--- src/hw/rtl/wpp_pkg.sv ---
// Shared constants and threshold table for the windowed peak-to-peak dB meter.
package wpp_pkg;

  localparam int ADC_BITS_DEF = 12;
  localparam int SPAN_W       = 12;
  localparam int DB_W         = 7;
  localparam int BAR_W        = 7;
  localparam int WIN_W        = 16;
  localparam int DB_STEPS     = 96;
  localparam int TH_W         = 17;

  localparam int CFG_ADDR_W   = 3;
  localparam int CFG_DATA_W   = 32;
  localparam logic CFG_REG_WINDOW = 1'b0;

  localparam logic [WIN_W-1:0] WIN_RESET = 16'd1000;

  // bar = floor(db * BAR_WIDTH / DB_CLAMP), exact for db below 128
  localparam int DB_CLAMP   = 150;
  localparam int BAR_WIDTH  = 82;
  localparam int BAR_SHIFT  = 20;
  localparam int BAR_RECIP  = ((1 << BAR_SHIFT) + DB_CLAMP - 1) / DB_CLAMP;
  localparam int BAR_MUL    = BAR_WIDTH * BAR_RECIP;
  localparam int BAR_MUL_W  = 20;

  // least span that rounds to at least d dB, d = 1..96
  localparam logic [TH_W-1:0] DB_THRESH [DB_STEPS] = '{
    17'd2, 17'd2, 17'd2, 17'd2, 17'd2, 17'd2, 17'd3, 17'd3, 17'd3, 17'd3,
    17'd4, 17'd4, 17'd5, 17'd5, 17'd6, 17'd6, 17'd7, 17'd8, 17'd9, 17'd10,
    17'd11, 17'd12, 17'd14, 17'd15, 17'd17, 17'd19, 17'd22, 17'd24, 17'd27, 17'd30,
    17'd34, 17'd38, 17'd43, 17'd48, 17'd54, 17'd60, 17'd67, 17'd75, 17'd85, 17'd95,
    17'd106, 17'd119, 17'd134, 17'd150, 17'd168, 17'd189, 17'd212, 17'd238,
    17'd267, 17'd299, 17'd335, 17'd376, 17'd422, 17'd474, 17'd531, 17'd596,
    17'd669, 17'd750, 17'd842, 17'd945, 17'd1060, 17'd1189, 17'd1334, 17'd1497,
    17'd1679, 17'd1884, 17'd2114, 17'd2372, 17'd2661, 17'd2986, 17'd3350, 17'd3759,
    17'd4217, 17'd4732, 17'd5309, 17'd5957, 17'd6684, 17'd7499, 17'd8414, 17'd9441,
    17'd10593, 17'd11886, 17'd13336, 17'd14963, 17'd16789, 17'd18837, 17'd21135,
    17'd23714, 17'd26608, 17'd29854, 17'd33497, 17'd37584, 17'd42170, 17'd47316,
    17'd53089, 17'd59567
  };

endpackage

--- src/hw/rtl/wpp_tracker.sv ---
// Sample input register, window counter, min/max trackers and span register.
module wpp_tracker #(
  parameter int ADC_BITS = wpp_pkg::ADC_BITS_DEF
) (
  input  logic                       clk,
  input  logic                       rst_n,
  input  logic [wpp_pkg::WIN_W-1:0]  window_samples,
  input  logic                       in_valid,
  output logic                       in_stall,
  input  logic [ADC_BITS-1:0]        in_sample,
  output logic                       span_valid,
  input  logic                       span_stall,
  output logic [ADC_BITS-1:0]        span
);
  import wpp_pkg::*;

  localparam logic [ADC_BITS-1:0] FULL_SCALE = {ADC_BITS{1'b1}};

  logic                s1_v_r;
  logic [ADC_BITS-1:0] s1_sample_r;
  logic [WIN_W-1:0]    cnt_r;
  logic [ADC_BITS-1:0] max_r;
  logic [ADC_BITS-1:0] min_r;
  logic                sp_v_r;
  logic [ADC_BITS-1:0] span_r;

  logic                smp_ok;
  logic [ADC_BITS-1:0] max_nxt;
  logic [ADC_BITS-1:0] min_nxt;
  logic [WIN_W:0]      cnt_inc;
  logic [WIN_W:0]      limit;
  logic                win_end;
  logic [ADC_BITS-1:0] span_nxt;
  logic                sp_free;
  logic                adv;

  always_comb begin
    smp_ok   = (s1_sample_r != FULL_SCALE);
    max_nxt  = (smp_ok && (s1_sample_r > max_r)) ? s1_sample_r : max_r;
    min_nxt  = (smp_ok && (s1_sample_r < min_r)) ? s1_sample_r : min_r;
    cnt_inc  = {1'b0, cnt_r} + {{WIN_W{1'b0}}, 1'b1};
    // zero window length means a full 2^16 samples
    limit    = {(window_samples == '0), window_samples};
    win_end  = (cnt_inc >= limit);
    span_nxt = (max_nxt >= min_nxt) ? (max_nxt - min_nxt) : '0;
    sp_free  = !sp_v_r || !span_stall;
    adv      = s1_v_r && (!win_end || sp_free);
  end

  assign in_stall   = s1_v_r && !adv;
  assign span_valid = sp_v_r;
  assign span       = span_r;

  always_ff @(posedge clk) begin
    if (!rst_n) begin
      s1_v_r <= 1'b0;
      sp_v_r <= 1'b0;
      cnt_r  <= '0;
      max_r  <= '0;
      min_r  <= FULL_SCALE;
    end else begin
      if (!in_stall) begin
        s1_v_r <= in_valid;
      end
      if (adv && win_end) begin
        sp_v_r <= 1'b1;
      end else if (!span_stall) begin
        sp_v_r <= 1'b0;
      end
      if (adv) begin
        if (win_end) begin
          cnt_r <= '0;
          max_r <= '0;
          min_r <= FULL_SCALE;
        end else begin
          cnt_r <= cnt_inc[WIN_W-1:0];
          max_r <= max_nxt;
          min_r <= min_nxt;
        end
      end
    end
  end

  always_ff @(posedge clk) begin
    if (in_valid && !in_stall) begin
      s1_sample_r <= in_sample;
    end
    if (adv && win_end) begin
      span_r <= span_nxt;
    end
  end

endmodule

--- src/hw/rtl/wpp_level.sv ---
// Span to dB level and bar fill: threshold compare, encode and scale stages.
module wpp_level #(
  parameter int ADC_BITS = wpp_pkg::ADC_BITS_DEF
) (
  input  logic                        clk,
  input  logic                        rst_n,
  input  logic                        span_valid,
  output logic                        span_stall,
  input  logic [ADC_BITS-1:0]         span,
  output logic                        out_valid,
  input  logic                        out_stall,
  output logic [wpp_pkg::SPAN_W-1:0]  out_peak_span,
  output logic [wpp_pkg::DB_W-1:0]    out_level_db,
  output logic [wpp_pkg::BAR_W-1:0]   out_bar_fill
);
  import wpp_pkg::*;

  localparam int PROD_W = DB_W + BAR_MUL_W;

  logic                t_v_r;
  logic [DB_STEPS-1:0] therm_r;
  logic [SPAN_W-1:0]   pk_t_r;
  logic                d_v_r;
  logic [DB_W-1:0]     db_r;
  logic [SPAN_W-1:0]   pk_d_r;
  logic                o_v_r;
  logic [SPAN_W-1:0]   o_pk_r;
  logic [DB_W-1:0]     o_db_r;
  logic [BAR_W-1:0]    o_bar_r;

  logic [TH_W-1:0]     span_ext;
  logic [DB_STEPS-1:0] therm_nxt;
  logic [DB_STEPS:0]   therm_pad;
  logic [DB_W-1:0]     db_nxt;
  logic [PROD_W-1:0]   prod;
  logic                en_o;
  logic                en_d;
  logic                en_t;

  always_comb begin
    span_ext = TH_W'(span);
    for (int i = 0; i < DB_STEPS; i++) begin
      therm_nxt[i] = (span_ext >= DB_THRESH[i]);
    end
  end

  // thresholds rise monotonically, so the code is a thermometer and its top edge is the count
  always_comb begin
    therm_pad = {1'b0, therm_r};
    db_nxt    = '0;
    for (int i = 0; i < DB_STEPS; i++) begin
      if (therm_pad[i] && !therm_pad[i+1]) begin
        db_nxt = db_nxt | DB_W'(i + 1);
      end
    end
  end

  assign prod = {{BAR_MUL_W{1'b0}}, db_r} * PROD_W'(BAR_MUL);

  assign en_o       = !o_v_r || !out_stall;
  assign en_d       = !d_v_r || en_o;
  assign en_t       = !t_v_r || en_d;
  assign span_stall = !en_t;

  always_ff @(posedge clk) begin
    if (!rst_n) begin
      t_v_r <= 1'b0;
      d_v_r <= 1'b0;
      o_v_r <= 1'b0;
    end else begin
      if (en_t) begin
        t_v_r <= span_valid;
      end
      if (en_d) begin
        d_v_r <= t_v_r;
      end
      if (en_o) begin
        o_v_r <= d_v_r;
      end
    end
  end

  always_ff @(posedge clk) begin
    if (en_t && span_valid) begin
      therm_r <= therm_nxt;
      pk_t_r  <= span_ext[SPAN_W-1:0];
    end
    if (en_d && t_v_r) begin
      db_r   <= db_nxt;
      pk_d_r <= pk_t_r;
    end
    if (en_o && d_v_r) begin
      o_pk_r  <= pk_d_r;
      o_db_r  <= db_r;
      o_bar_r <= prod[BAR_SHIFT +: BAR_W];
    end
  end

  assign out_valid     = o_v_r;
  assign out_peak_span = o_pk_r;
  assign out_level_db  = o_db_r;
  assign out_bar_fill  = o_bar_r;

endmodule

--- src/hw/rtl/windowed_peak_to_peak_db_meter.sv ---
// Windowed peak-to-peak dB meter: config register and the tracker/level pipeline.
// Throughput: one sample per cycle while in_stall is low; a result per window_samples samples (0 means 65536).
// Stages: input register, span register, threshold compare, dB encode, output register.
// Reset (rst_n, synchronous): pipeline empty, trackers cleared, window_samples = 1000.
module windowed_peak_to_peak_db_meter #(
  parameter int ADC_BITS = wpp_pkg::ADC_BITS_DEF
) (
  input  logic                            clk,
  input  logic                            rst_n,
  input  logic                            psel,
  input  logic                            penable,
  input  logic                            pwrite,
  input  logic [wpp_pkg::CFG_ADDR_W-1:0]  paddr,
  input  logic [wpp_pkg::CFG_DATA_W-1:0]  pwdata,
  output logic [wpp_pkg::CFG_DATA_W-1:0]  prdata,
  output logic                            pready,
  input  logic                            in_valid,
  output logic                            in_stall,
  input  logic [ADC_BITS-1:0]             in_sample,
  output logic                            out_valid,
  input  logic                            out_stall,
  output logic [wpp_pkg::SPAN_W-1:0]      out_peak_span,
  output logic [wpp_pkg::DB_W-1:0]        out_level_db,
  output logic [wpp_pkg::BAR_W-1:0]       out_bar_fill
);
  import wpp_pkg::*;

  logic [WIN_W-1:0]    win_r;
  logic                sel_win;
  logic                span_valid;
  logic                span_stall;
  logic [ADC_BITS-1:0] span;

  assign pready  = 1'b1;
  assign sel_win = (paddr[CFG_ADDR_W-1] == CFG_REG_WINDOW);
  assign prdata  = sel_win ? {{(CFG_DATA_W-WIN_W){1'b0}}, win_r} : '0;

  always_ff @(posedge clk) begin
    if (!rst_n) begin
      win_r <= WIN_RESET;
    end else if (psel && penable && pwrite && pready && sel_win) begin
      win_r <= pwdata[WIN_W-1:0];
    end
  end

  wpp_tracker #(
    .ADC_BITS(ADC_BITS)
  ) u_tracker (
    .clk            (clk),
    .rst_n          (rst_n),
    .window_samples (win_r),
    .in_valid       (in_valid),
    .in_stall       (in_stall),
    .in_sample      (in_sample),
    .span_valid     (span_valid),
    .span_stall     (span_stall),
    .span           (span)
  );

  wpp_level #(
    .ADC_BITS(ADC_BITS)
  ) u_level (
    .clk           (clk),
    .rst_n         (rst_n),
    .span_valid    (span_valid),
    .span_stall    (span_stall),
    .span          (span),
    .out_valid     (out_valid),
    .out_stall     (out_stall),
    .out_peak_span (out_peak_span),
    .out_level_db  (out_level_db),
    .out_bar_fill  (out_bar_fill)
  );

endmodule

--- config.mk ---
export PLATFORM = sky130hd
export DESIGN_NAME = windowed_peak_to_peak_db_meter
export DESIGN_NICKNAME = d
export VERILOG_FILES = /design/src/hw/rtl/wpp_pkg.sv /design/src/hw/rtl/wpp_tracker.sv /design/src/hw/rtl/wpp_level.sv /design/src/hw/rtl/windowed_peak_to_peak_db_meter.sv
export SDC_FILE = /design/constraint.sdc
export NUM_CORES = 1
export LEC_CHECK = 0
export BUFFER_PORTS_ARGS = -buffer_cell sky130_fd_sc_hd__buf_2
export CAP_MARGIN = 10
export CORE_ASPECT_RATIO = 0.9
export CORE_MARGIN = 8
export CORE_UTILIZATION = 60
export DETAILED_ROUTE_END_ITERATION = 10
export GPL_TIMING_DRIVEN = 0
export HOLD_SLACK_MARGIN = 0.03
export PLACE_DENSITY = 0.81
export RECOVER_POWER = 25
export SETUP_SLACK_MARGIN = 0.15
export SLEW_MARGIN = 20
export SYNTH_ARGS = -nofsm -noshare
export SYNTH_HDL_FRONTEND = slang
export SYNTH_SLANG_ARGS = --single-unit
--- constraint.sdc ---
create_clock -name clk -period 8.3 [get_ports clk]
set_input_delay 0 -clock clk [delete_from_list [all_inputs] [get_ports clk]]
set_output_delay 0 -clock clk [all_outputs]
set_load 0.01 [all_outputs]
# Word-level counts from Yosys, hierarchy flattened
# Cells that the tools add are included.
[classes] mul=1 n_lt_le_gt_ge=65 n_eq_ne=8 n_reduce_logical=169 n_bitwise=1 muxes=103 addsub=2
[ops] operator="$mux 6" count=32
[ops] operator="$mux 12" count=12
[ops] operator="$mux 16" count=8
[ops] operator="$ge 12x4->1 const B" count=7
[ops] operator="$logic_and 1x1->1" count=83
[ops] operator="$mux 5" count=16
[ops] operator="$logic_not 1->1" count=79
[ops] operator="$ge 12x10->1 const B" count=6
[ops] operator="$ge 12x11->1 const B" count=6
[ops] operator="$ge 12x12->1 const B" count=6
[ops] operator="$ge 12x5->1 const B" count=6
[ops] operator="$ge 12x6->1 const B" count=6
[ops] operator="$ge 12x7->1 const B" count=6
[ops] operator="$ge 12x8->1 const B" count=6
[ops] operator="$ge 12x9->1 const B" count=6
[ops] operator="$ge 12x3->1 const B" count=4
[ops] operator="$mux 4" count=8
[ops] operator="$mul 7x19->26 const B" count=1
[ops] operator="$ge 12x2->1 const B" count=2
[ops] operator="$mux 3" count=8
[ops] operator="$add 16x1->17 const B" count=1
[ops] operator="$ge 17x17->1" count=1
[ops] operator="$logic_not 16->1" count=1
[ops] operator="$mux 1" count=15
[ops] operator="other kinds (12)" count=23
[word_totals] out_inout_bits=61 register_bits=214 input_bits=54 elab_cells=370

# Logic depth before layout (Yosys ltp)
# Gate-level depths: netlist of run 1.
[logic_depth] ltp_word=72 mapped_depth=21 depth_no_buf=19

# Modules after synthesis
# From an unflattened synthesis of run 1, not the netlist that was laid out.
[hier_totals] hier_cells=1276 hier_area_um2=12712.2
[modules_own_cells] mod="wpp_level" cells_per_inst=692 instances=1 area_each_um2=7445.9 seq_area_each_um2=3603.5
[modules_own_cells] mod="wpp_tracker" cells_per_inst=478 instances=1 area_each_um2=4329.2 seq_area_each_um2=1561.5
[modules_own_cells] mod="windowed_peak_to_peak_db_meter" cells_per_inst=106 instances=1 area_each_um2=937.1 seq_area_each_um2=320.3

# Worst setup path after synthesis of run 1
# OpenSTA, ideal clock, no wires.
[synth_timing] kind="register to register" from="register u_level.o_v_r (netlist: u_level.out_valid)" to="register u_level.pk_t_r[0], enable pin" slack_ps=1805 path_stages_with_launch=3 synth_period_minus_slack_ps=6495 t_arrival_ps=5879 path_buffers=0 required_time_ps=7684 setup_ps=616 path_cell_list="dfxtp_1 > and3_1 > a21boi_0"
[synth_via] elab_chain_cells=5
[synth_rtl] element="start, declared" line_no="wpp_level.sv:26" text="logic o_v_r;"
[synth_rtl] element="start signal, assigned" line_no="wpp_level.sv:78" text="o_v_r <= d_v_r;"
[synth_rtl] element="$logic_not 1->1" line_no="wpp_level.sv:60" text="assign en_o = !o_v_r || !out_stall;"
[synth_rtl] element="$logic_or 1x1->1" line_no="wpp_level.sv:60"
[synth_rtl] element="$logic_or 1x1->1" line_no="wpp_level.sv:61" text="assign en_d = !d_v_r || en_o;"
[synth_rtl] element="$logic_or 1x1->1" line_no="wpp_level.sv:62" text="assign en_t = !t_v_r || en_d;"
[synth_rtl] element="$logic_and 1x1->1" line_no="wpp_level.sv:84" text="if (en_t && span_valid) begin"
[synth_rtl] element="end signal, assigned" line_no="wpp_level.sv:86" text="pk_t_r <= span_ext[SPAN_W-1:0];"
[synth_rtl] element="end, declared" line_no="wpp_level.sv:22" text="logic [SPAN_W-1:0] pk_t_r;"
# Every way passes these cells.
# A chain may end at the register's enable or synchronous reset.

# Worst setup path after layout of run 1
[layout_timing] from="register u_level.db_r[1]" to="register u_level.o_bar_r[2] (netlist: u_level.out_bar_fill[2]) (data pin)"
[layout_via] elab_chain_cells=1
[layout_rtl] element="start, declared" line_no="wpp_level.sv:24" text="logic [DB_W-1:0] db_r;"
[layout_rtl] element="start signal, assigned" line_no="wpp_level.sv:89" text="db_r <= db_nxt;"
[layout_rtl] element="$mul 7x19->26" line_no="wpp_level.sv:58" text="assign prod = {{BAR_MUL_W{1'b0}}, db_r} * PROD_W'(BAR_MUL);"
[layout_rtl] element="net u_level.prod[22]" line_no="wpp_level.sv:35" text="logic [PROD_W-1:0] prod;"
[layout_rtl] element="end signal, assigned" line_no="wpp_level.sv:95" text="o_bar_r <= prod[BAR_SHIFT +: BAR_W];"
[layout_rtl] element="end, declared" line_no="wpp_level.sv:29" text="logic [BAR_W-1:0] o_bar_r;"
# The timed path passes the listed nets, and every way through them passes these cells.

==> flow_metrics.py, run 1 <==
metrics = {
    "synth": {
        "ys.flop_type": "edfxtp_1",
        "syn_inst": 1232,
        "ys_async_sr_fraction": 0,
        "synth-edff-count": 142,
        "synthesis.area_sq_um": 12220,
        "ys_seq_elements": 203,
        "avgSynthCellArea_sq_um": 9.922,
        "synth_cell_type_count": 71,
        "yosysWarnings": 0,
        "yosysSeqAreaShare": 0.4487,
    },
    "floorplan": {
        "dieWidth_microns": 166.5,
        "io-pin-count": 115,
        "core_area_sq_um": 19990,
        "initial_utilization": 0.6116,
        "rows": 49,
        "die_area_sq_um": 25200,
        "chipHeight_microns": 151.4,
    },
    "drt": {
        "via_count": 9710,
        "wire_per_inst_microns": 18.00,
        "dr.pass1.iters": 5,
        "drc": 0,
        "wirelength_microns": 29870,
        "final_antenna_net_count": 0,
        "routed_via_density": 5.849,
        "drt_iter0_markers": 1090,
    },
    "final_layout": {
        "regArea_sq_um": 5485,
        "diodes": 0,
        "syn2layout_area_growth_pct": 15.76,
        "drive_above_1_share": 0.09324,
        "fill_cells": 1470,
        "stdcell_count": 1660,
        "multi_input_area_sq_um": 6000,
        "final_nets": 1585,
    },
    "clocking": {
        "worst_skew_pair.late_latency_ns": 0.50,
        "clockBufferDepth": 3,
        "cts_buffers": 22,
        "h-tree-depth": 1,
        "cts_tree": "done",
        "clk_pin_slew_worst_paths_ns": 0.06,
        "root_buffer": "clkbuf_16",
        "cts.sinks": 203,
    },
    "sta": {
        "fin_tns_setup_ns": 0,
        "timing.slew.headroom": -0.08080,
        "hold_viol": 0,
        "worstMarginPinSlew_ns": 1.607,
        "fin_hold_ws_ns": 0.06427,
        "finClkSkew_ns": 0.01911,
        "period_needed_ns": 4.977,
        "slew_viol_final": 9,
        "finalSetupViolCount": 0,
        "fmax_ghz": 0.2009,
        "setup_slack_ns": 3.323,
        "finalCritPeriodShare": 0.5996,
        "rsz0062_at_grt": "no",
    },
    "placed_design": {
        "dp_hpwl_microns": 22500,
        "dpl.cell_count": 1585,
        "post-place-ws_ns": 3.441,
        "io_buffers": 78,
        "routabilityCongestion": 0.9719,
    },
    "critical_path": {
        "path_max_fanout": 6,
        "crit_required_ns": 8.54,
        "cp-start-kind": "flop",
        "critPathKind": "reg2reg",
        "critPathArrivalTime_ns": 5.22,
        "cp-end-kind": "flop",
    },
    "global_route": {
        "gr-usage-all-layers": 0.2335,
        "antenna_found_initial": 1,
        "grt_max_degree": 24,
        "overflow": 0,
        "grt_pass1_vias": 9566,
        "grt_pass1_wl_microns": 47860,
    },
    "worst_hold_path": {
        "hold_path_class": "in2reg",
    },
    "pwr": {
        "irDropWorstVdd_mv": 0.1674,
        "power_density_nw_per_um2": 159.5,
        "p_leak_nw": 5.877,
    },
    "flow_run": {
        "cap_violations": 1,
    },
    "run_status": {
        "violations": "max-capacitance violations, max-slew violations",
        "outcome": "complete, but fails checks",
    },
}
## report_power, final
group	switching (mW)	internal (mW)
Sequential	0.0168	1.09
Clock	0.380	0.549
Combinational	0.121	0.101
## placed cells by master (no fill, tap or decap), types with 4 or more instances in the layout
cell / count
nand2_1: 145
edfxtp_1: 142
inv_1: 129
ha_1: 110
o21ai_0: 84
nor2_1: 78
clkbuf_1: 64
a21oi_1: 61
dfxtp_1: 61
buf_2: 55
nand3_1: 38
dlygate4sd3_1: 37
fa_1: 30
nand2b_1: 26
nor3_1: 26
clkbuf_16: 23
nand4_1: 20
buf_4: 19
xnor2_1: 17
conb_1: 17
a22o_1: 16
xor2_1: 13
o211ai_1: 13
nor2b_1: 12
and3_1: 12
mux2i_1: 12
o22a_1: 12
nor4_1: 9
o2111ai_1: 9
o21ai_1: 8
a21o_1: 7
or3_1: 7
o21a_1: 6
a31oi_1: 6
a211oi_1: 5
a2111oi_0: 5
clkinv_1: 5
clkbuf_8: 5
and4_1: 4
buf_16: 4
## what timing repair did
action | CTS | global route
buffers inserted | 0 | 0
hold endpoints to repair | 38 | 0
hold buffers | 37 | 0
gates resized for setup | 0 | 0
## worst paths after layout
kind	start	endpoint	slack [ns]	cells past startpoint
worst max-delay path	u_level.db_r[1]	u_level.out_bar_fill[2]	3.32	15
worst min-delay path	rst_n	win_r[3]	0.06	3
worst max register to register	u_level.db_r[1]	u_level.out_bar_fill[2]	3.32	15
worst min register to register	u_level.pk_d_r[7]	u_level.out_peak_span[7]	0.42	0
## logic make-up after synthesis
logic type / after synthesis / synth area share
other: 2 / 0.0006144
XOR/XNOR: 30 / 0.02149
buffers and inverters: 191 / 0.06622
multiplexers: 12 / 0.009826
adder cells (fa/ha/maj): 140 / 0.1617
flip-flops: 203 / 0.4487
AND/OR/NAND/NOR: 394 / 0.1535
AO/OA/AOI/OAI: 260 / 0.1379
## state kept, by name, summed over array words and instances (netlist names), 12 cells and up
signal / count
u_level.pk_t_r: 12
u_tracker.cnt_r: 16
u_level.pk_d_r: 12
u_level.out_peak_span: 12
u_tracker.s1_sample_r: 12
u_tracker.span: 12
u_level.therm_r: 61
win_r: 16
u_tracker.min_r: 12
u_tracker.max_r: 12
## per-stage QoR
stage                       util  instance area (sq um)  power (mW)
after global routing      0.7080                  14150       2.338
after floorplan                -                  12280       1.282
final                     0.7080                  14150       2.257
after detailed placement  0.6573                  13140       1.334
after CTS                 0.7103                  14200       2.266
after global placement    0.6499                  12990       1.329
## cell type report
cell class                      instances  area share
Clock buffer                           32     0.04660
Inverter                              131     0.03475
Sequential cell                       203      0.3876
Multi-Input combinational cell        853      0.4240
Buffer                                 60     0.02246
Timing Repair Buffer                  120     0.05986
Clock inverter                          6    0.002210
Tap cell                              255     0.02255
## cell usage after synthesis, types with 12 or more instances
library cell    n  share of area
a21oi_1        61          0.025
a22o_1         16          0.011
and3_1         12         0.0061
buf_4          19          0.012
clkbuf_1       31         0.0095
dfxtp_1        61           0.10
edfxtp_1      142           0.35
fa_1           30          0.049
ha_1          110           0.11
inv_1         129          0.040
mux2i_1        12         0.0098
nand2_1       145          0.045
nand2b_1       26          0.013
nand3_1        38          0.016
nand4_1        20          0.010
nor2_1         78          0.024
nor2b_1        13         0.0067
nor3_1         26          0.011
o211ai_1       13         0.0080
o21ai_0        84          0.034
o22a_1         12         0.0086
xnor2_1        17          0.012
xor2_1         13         0.0093
## metal layers
metal / GRT usage / wire (microns) / up-vias
met5: 0 / 0 / -
li1: - / - / 4659
met3: 0.03596 / 1932 / 72
met4: 0.07917 / 908 / 0
met1: 0.2971 / 12670 / 4595
met2: 0.4047 / 14360 / 384
## worst max-delay path: stages (launching register included)
cell	delay, ns
edfxtp_1	0.52
inv_1	0.16
fa_1	0.62
inv_1	0.13
ha_1	0.30
inv_1	0.05
fa_1	0.53
inv_1	0.06
fa_1	0.45
ha_1	0.35
a2111oi_0	0.37
o21ai_0	0.16
a21oi_1	0.41
o21bai_1	0.18
a311oi_1	0.34
xnor2_1	0.11
Power figures use the tool's default switching activity.
==> run 2, diff against run 1 <==
--- a/config.mk
+++ b/config.mk
@@ -9,11 +9,11 @@
 export CAP_MARGIN = 10
 export CORE_ASPECT_RATIO = 0.9
 export CORE_MARGIN = 8
-export CORE_UTILIZATION = 60
+export CORE_UTILIZATION = 55
 export DETAILED_ROUTE_END_ITERATION = 10
 export GPL_TIMING_DRIVEN = 0
 export HOLD_SLACK_MARGIN = 0.03
-export PLACE_DENSITY = 0.81
+export PLACE_DENSITY = 0.78
 export RECOVER_POWER = 25
 export SETUP_SLACK_MARGIN = 0.15
 export SLEW_MARGIN = 20
==> constraint.sdc (replaced) <==
create_clock -name clk -period 4.39 [get_ports clk]
set_input_delay 0 -clock clk [delete_from_list [all_inputs] [get_ports clk]]
set_output_delay 0 -clock clk [all_outputs]
set_load 0.01 [all_outputs]
==> flow_metrics.py, run 2 (synthesized netlist as in run 1, its figures left out) <==
metrics = {
    "run_status": {
        "outcome": "completed",
    },
    "clocking": {
        "clockBufferDepth": 3,
        "worst_skew_pair.late_latency_ns": 0.51,
        "clk_pin_slew_worst_paths_ns": 0.06,
        "cts_buffers": 23,
        "cts.sinks": 203,
        "h-tree-depth": 1,
        "cts_tree": "done",
        "root_buffer": "clkbuf_16",
    },
    "placed_design": {
        "dpl.cell_count": 1621,
        "dp_hpwl_microns": 22750,
        "io_buffers": 78,
        "routabilityCongestion": 0.9456,
    },
    "sta": {
        "slew_viol_final": 0,
        "fmax_ghz": 0.2295,
        "timing.slew.headroom": 0.4436,
        "worstMarginPinSlew_ns": 0.8282,
        "fin_tns_setup_ns": 0,
        "rsz0062_at_grt": "yes",
        "finalSetupViolCount": 0,
        "finClkSkew_ns": 0.01100,
        "hold_viol": 0,
        "finalCritPeriodShare": 0.9924,
        "fin_hold_ws_ns": 0.06528,
        "period_needed_ns": 4.357,
    },
    "pwr": {
        "p_leak_nw": 6.193,
        "p_seq_frac": 0.465,
        "power_density_nw_per_um2": 301.9,
        "irDropWorstVdd_mv": 0.3643,
        "power_mw": 4.485,
        "p_int_mw": 3.434,
        "p_sw_mw": 1.051,
        "p_clk_frac": 0.427,
        "swShare": 0.2342,
        "combPwrFrac": 0.109,
    },
    "global_route": {
        "use_met1": 0.2768,
        "grt_pass1_wl_microns": 49800,
        "antenna_found_initial": 2,
        "busiest_layer": "met2",
        "overflow": 0,
        "grt_pass1_vias": 9878,
        "gr-usage-met2": 0.3871,
        "gr-usage-all-layers": 0.2242,
        "met3_usage": 0.03712,
        "grt_max_degree": 24,
    },
    "final_layout": {
        "top_register": "u_level.therm_r",
        "stdcell_count": 1742,
        "layout_commonest_cell": "nand2_1",
        "regArea_sq_um": 5485,
        "largestRegisters": "u_level.therm_r x61, u_tracker.cnt_r x16, win_r x16",
        "drive_above_1_share": 0.1586,
        "most-common-layout-cells": "145 x nand2_1, 142 x edfxtp_1, 124 x inv_1, 103 x ha_1, 77 x nor2_1",
        "final_nets": 1628,
        "post-route-util": 0.6827,
        "syn2layout_area_growth_pct": 21.53,
        "largest_reg_flops": 61,
        "fill_cells": 1634,
        "multi_input_area_sq_um": 6225,
    },
    "critical_path": {
        "crit-reg2reg-launch": "u_level.db_r[6]",
        "reg2reg_depth": 14,
        "rr_endpoint": "u_level.out_bar_fill[5]",
        "cp-end-kind": "flop",
        "critPathKind": "reg2reg",
        "crit_top_cell": "fa_1",
        "crit_required_ns": 4.63,
        "cp_cell_sequence": "fa_1 -> inv_2 -> fa_1 -> inv_2 -> fa_1 -> fa_1 -> ha_4 -> a21oi_2 -> o21ai_2 -> a311o_1 -> a21oi_2 -> o211ai_1 -> nand2_1 -> xnor2_1",
        "path_max_fanout": 4,
        "critPathLaunch": "u_level.db_r[6]",
        "r2r_slack_ns": 0.03,
        "crit_path_top_delay_cell": "fa_1",
        "crit_end": "u_level.out_bar_fill[5]",
        "cp-start-kind": "flop",
        "critPathArrivalTime_ns": 4.60,
        "crit_path_max_incr_delay_ns": 0.61,
    },
    "worst_hold_path": {
        "hold_path_class": "in2reg",
        "worstHoldStart": "rst_n",
    },
    "drt": {
        "wirelength_microns": 31520,
        "final_antenna_net_count": 0,
        "drt_iter0_markers": 953,
        "dr.pass1.iters": 5,
        "drc": 0,
        "routed_via_density": 5.797,
        "via_count": 10099,
        "wire_per_inst_microns": 18.09,
    },
    "floorplan": {
        "initial_utilization": 0.5618,
        "chipHeight_microns": 157.4,
        "rows": 51,
        "core_area_sq_um": 21760,
        "dieWidth_microns": 173.1,
        "die_area_sq_um": 27260,
        "io-pin-count": 115,
    },
    "flow_run": {
        "cap_violations": 0,
    },
}
-- run 2: cell count changes in the layout (fill, tap and decap cells not counted), sizes merged --
cell and change:
bufinv +2, inv -1, diode +1, clkinv +3, buf +55, clkinvlp +4
dlygate4sd3 -1, clkbuf -17
-- run 2: layer usage --
layer,vias up,part of all wire
li1,4763,-
met1,4793,0.41
met2,440,0.48
met3,101,0.073
met4,2,0.040
met5,-,0.00044
-- run 2: worst max-delay path: cells and delay by family (launching register included) --
kind	cells	cell delay, ns
AND/OR/NAND/NOR	1	0.11
AO/OA/AOI/OAI	5	0.87
adder cells (fa/ha/maj)	5	2.42
buffers and inverters	2	0.13
flip-flops	1	0.47
XOR/XNOR	1	0.10
-- run 2: how the worst min path moves through the flow --
stage                                     to  slack [ns]  cells past startpoint
detailed placement  u_tracker.s1_sample_r[8]        0.18                      1
global placement    u_tracker.s1_sample_r[9]        0.18                      1
CTS                                 win_r[7]        0.05                      3
finish                              win_r[7]        0.07                      3
floorplan           u_tracker.s1_sample_r[0]         0.1                      0
global route                        win_r[7]        0.06                      3
-- run 2: metrics by stage --
| stage | area [sq um] | setup WS, ns |
|---|---|---|
| after floorplan | 12290 | 0.1623 |
| after global placement | 13050 | -0.3485 |
| after detailed placement | 13190 | -0.4518 |
| after CTS | 14580 | 0.1148 |
| after global routing | 14860 | -0.1292 |
| final | 14860 | 0.03330 |
-- run 2: what timing repair did --
item / 4_1_cts / 5_1_grt
hold endpoints to repair: 47 / 0
cloned: 1 / 0
hold buffers: 36 / 0
gates resized for setup: 25 / 34
pin swaps: 13 / 20
setup endpoints to repair: 43 / 44
buffers inserted: 22 / 20
-- run 2: power groups by stage --
stage | Combinational [mW] | Sequential [mW] | Clock [mW]
floorplan | 0.305 | 2.12 | 0
global placement | 0.381 | 2.13 | 0
detailed placement | 0.390 | 2.13 | 0
CTS | 0.447 | 2.08 | 1.94
global route | 0.540 | 2.08 | 2.02
finish | 0.487 | 2.08 | 1.91
-- run 2: cell type report --
type	instances	share of cell area
antenna	1	0.0001684
multi-input combinational	853	0.4190
timing repair buffer	162	0.07993
clock inverter	14	0.009012
buffer	60	0.02232
tap	291	0.02451
clock buffer	27	0.04253
inverter	131	0.03327
sequential	203	0.3692
==> run 3, diff against run 2 <==
--- a/config.mk
+++ b/config.mk
@@ -19,4 +19,5 @@
 export SLEW_MARGIN = 20
 export SYNTH_ARGS = -nofsm -noshare
 export SYNTH_HDL_FRONTEND = slang
+export SYNTH_HIERARCHICAL = 1
 export SYNTH_SLANG_ARGS = --single-unit
==> flow_metrics.py, run 3 <==
metrics = {
    "clocking": {
        "cts.sinks": 203,
        "cts_buffers": 23,
        "clockBufferDepth": 3,
        "root_buffer": "clkbuf_16",
        "cts_tree": "done",
        "worst_skew_pair.late_latency_ns": 0.51,
        "clk_pin_slew_worst_paths_ns": 0.06,
        "h-tree-depth": 1,
    },
    "global_route": {
        "grt_max_degree": 30,
        "overflow": 0,
        "grt_pass1_vias": 10287,
        "gr-usage-all-layers": 0.2251,
        "antenna_found_initial": 0,
        "grt_pass1_wl_microns": 52210,
    },
    "pwr": {
        "power_mw": 4.602,
        "power_density_nw_per_um2": 295.4,
        "irDropWorstVdd_mv": 0.3614,
        "p_leak_nw": 6.478,
    },
    "critical_path": {
        "cp_cell_sequence": "fa_2 -> inv_2 -> fa_1 -> inv_2 -> fa_1 -> inv_1 -> fa_1 -> inv_2 -> ha_4 -> nand4_1 -> o211ai_1 -> nand2_1 -> o2111a_1 -> or3_1",
        "cp-end-kind": "flop",
        "crit_path_top_delay_cell": "fa_2",
        "crit_required_ns": 4.64,
        "critPathKind": "reg2reg",
        "cp.depth": 14,
        "r2r_slack_ns": 0.11,
        "crit_family": "adder cells",
        "reg2reg_depth": 14,
        "path_buf_inv": 4,
        "crit_path_max_incr_delay_ns": 0.63,
        "path_max_fanout": 5,
        "critPathArrivalTime_ns": 4.52,
        "cp-start-kind": "flop",
    },
    "drt": {
        "wire_per_inst_microns": 18.93,
        "via_count": 10532,
        "dr.pass1.iters": 6,
        "drt_iter0_markers": 1101,
        "drc": 0,
        "final_antenna_net_count": 0,
        "routed_via_density": 5.864,
        "wirelength_microns": 34010,
    },
    "floorplan": {
        "chipHeight_microns": 160.2,
        "rows": 52,
        "die_area_sq_um": 28240,
        "io-pin-count": 115,
        "initial_utilization": 0.5631,
        "core_area_sq_um": 22580,
        "dieWidth_microns": 176.3,
    },
    "final_layout": {
        "final_nets": 1676,
        "largest_reg_flops": 61,
        "drive_above_1_share": 0.1888,
        "diodes": 0,
        "syn2layout_area_growth_pct": 22.53,
        "post-route-util": 0.6899,
        "most-common-layout-cells": "142 x edfxtp_1, 131 x nand2_1, 114 x inv_1, 104 x ha_1, 64 x buf_4",
        "top_register": "u_level/therm_r",
        "largestRegisters": "u_level/therm_r x61, u_tracker/cnt_r x16, win_r x16",
        "layout_commonest_cell": "edfxtp_1",
    },
    "placed_design": {
        "dp_hpwl_microns": 23560,
        "routabilityCongestion": 0.9355,
        "io_buffers": 79,
    },
    "worst_hold_path": {
        "hold_path_class": "in2reg",
        "whs_path_depth": 4,
    },
    "flow_run": {
        "cap_violations": 1,
    },
    "sta": {
        "hold_viol": 0,
        "finalSetupViolCount": 0,
        "timing.slew.headroom": -0.04360,
        "fmax_ghz": 0.2338,
        "worstMarginPinSlew_ns": 1.551,
        "slew_viol_final": 7,
        "period_needed_ns": 4.277,
        "finalCritPeriodShare": 0.9743,
        "finClkSkew_ns": 0.01342,
        "rsz0062_at_grt": "yes",
    },
    "synth": {
        "ys_seq_elements": 203,
        "yosysSeqAreaShare": 0.4315,
        "syn_inst": 1276,
        "avgSynthCellArea_sq_um": 9.963,
        "synth_cell_type_count": 79,
        "yosysWarnings": 6,
        "synthesis.area_sq_um": 12710,
        "yosysMostFrequentCell": "edfxtp_1",
        "ys.flop_type": "edfxtp_1",
        "ys_top_cells_by_area": "edfxtp_1 34%, ha_1 11%, dfxtp_1 9.6%, fa_1 4.1%, nand2_1 4.0%",
        "synth_top_area_share": 0.3354,
        "synth_common_cells": "142 x edfxtp_1, 134 x nand2_1, 118 x inv_1",
        "synth_top_area_cell": "edfxtp_1",
        "ys_async_sr_fraction": 0,
        "synth-edff-count": 142,
    },
    "run_status": {
        "outcome": "complete, but fails checks",
        "violations": "max-capacitance violations, max-slew violations",
    },
}
run 3: cell types whose count changed after synthesis, sizes merged, moves of 9 or more:
cell     change
o22a        -11
a22o        -10
o2111ai      -9
mux2i       +20
a22oi       +11
inv         -11
nor2        -25
nor2b       +29
a21o        +16
nand2       -11
run 3: logic make-up after synthesis:
| family | after synthesis | share of synthesized area |
|---|---|---|
| other | 2 | 0.0005908 |
| xor gates and xnor gates | 24 | 0.01654 |
| buffers and inverters | 179 | 0.06092 |
| and+or+nand+nor | 407 | 0.1628 |
| muxes | 33 | 0.02608 |
| adders and majority gates | 139 | 0.1522 |
| DFF | 203 | 0.4315 |
| AOI/OAI and AO/OA | 289 | 0.1494 |
run 3: final cells by class:
type,count,area [sq um]
buffer,60,366.6
clock buffer,26,586.8
clock inverter,15,157.7
tap,297,371.6
fill,1657,7000
sequential,203,5490
multi-input combinational,909,7002
timing repair buffer,167,1155
inverter,119,446.7
run 3: layer usage:
layer  GRT usage  up-vias  wire [microns]  share of wire
li1            -     4973               -              -
met1      0.2939     4961           14150           0.42
met2      0.3693      507           15840           0.47
met3     0.04267       91            2769          0.081
met4     0.07432        0            1248          0.037
met5           0        -               0              0
run 3: final timing paths:
kind / from / end
hold reg to reg: u_level/pk_d_r[3] / u_level/out_peak_span[3]
setup / recovery: u_level/db_r[1] / u_level/out_bar_fill[4]
setup reg to reg: u_level/db_r[1] / u_level/out_bar_fill[4]
hold / removal: penable / win_r[12]
run 3: stage by stage:
stage | TNS [ns] | hold slack, ns | std cells | setup WS (ns) | cell area (sq um)
2_1_floorplan | 0 | 0.09887 | 1291 | 0.1570 | 12780
3_3_place_gp | -31.86 | 0.1772 | 1667 | -0.7450 | 13550
3_5_place_dp | -36.10 | 0.1781 | 1670 | -0.8153 | 13640
4_1_cts | 0 | 0.03343 | 1770 | 0.1548 | 15070
5_1_grt | -1.640 | 0.05135 | 1796 | -0.1253 | 15580
6_report | 0 | 0.04712 | 1796 | 0.1128 | 15580
run 3: where the power goes:
group | switching (mW) | internal [mW] | total [mW]
Sequential | 0.0257 | 2.06 | 2.09
Clock | 0.761 | 1.14 | 1.90
Combinational | 0.325 | 0.291 | 0.616
Total | 1.11 | 3.49 | 4.60
run 3: worst register-to-register path, delay by kind of cell, from the launching register on:
kind                       cells  cell delay, ns
buffers and inverters          4            0.18
adders and majority gates      5            2.37
DFF                            1            0.48
and+or+nand+nor                3            0.61
AOI/OAI and AO/OA              2            0.39
run 3: what timing repair did:
action | CTS | global route
endpoints found under the setup margin | 84 | 84
pin swaps | 15 | 20
hold endpoints to repair | 51 | 0
resized for setup | 47 | 80
hold buffers | 37 | 0
setup buffers | 22 | 26
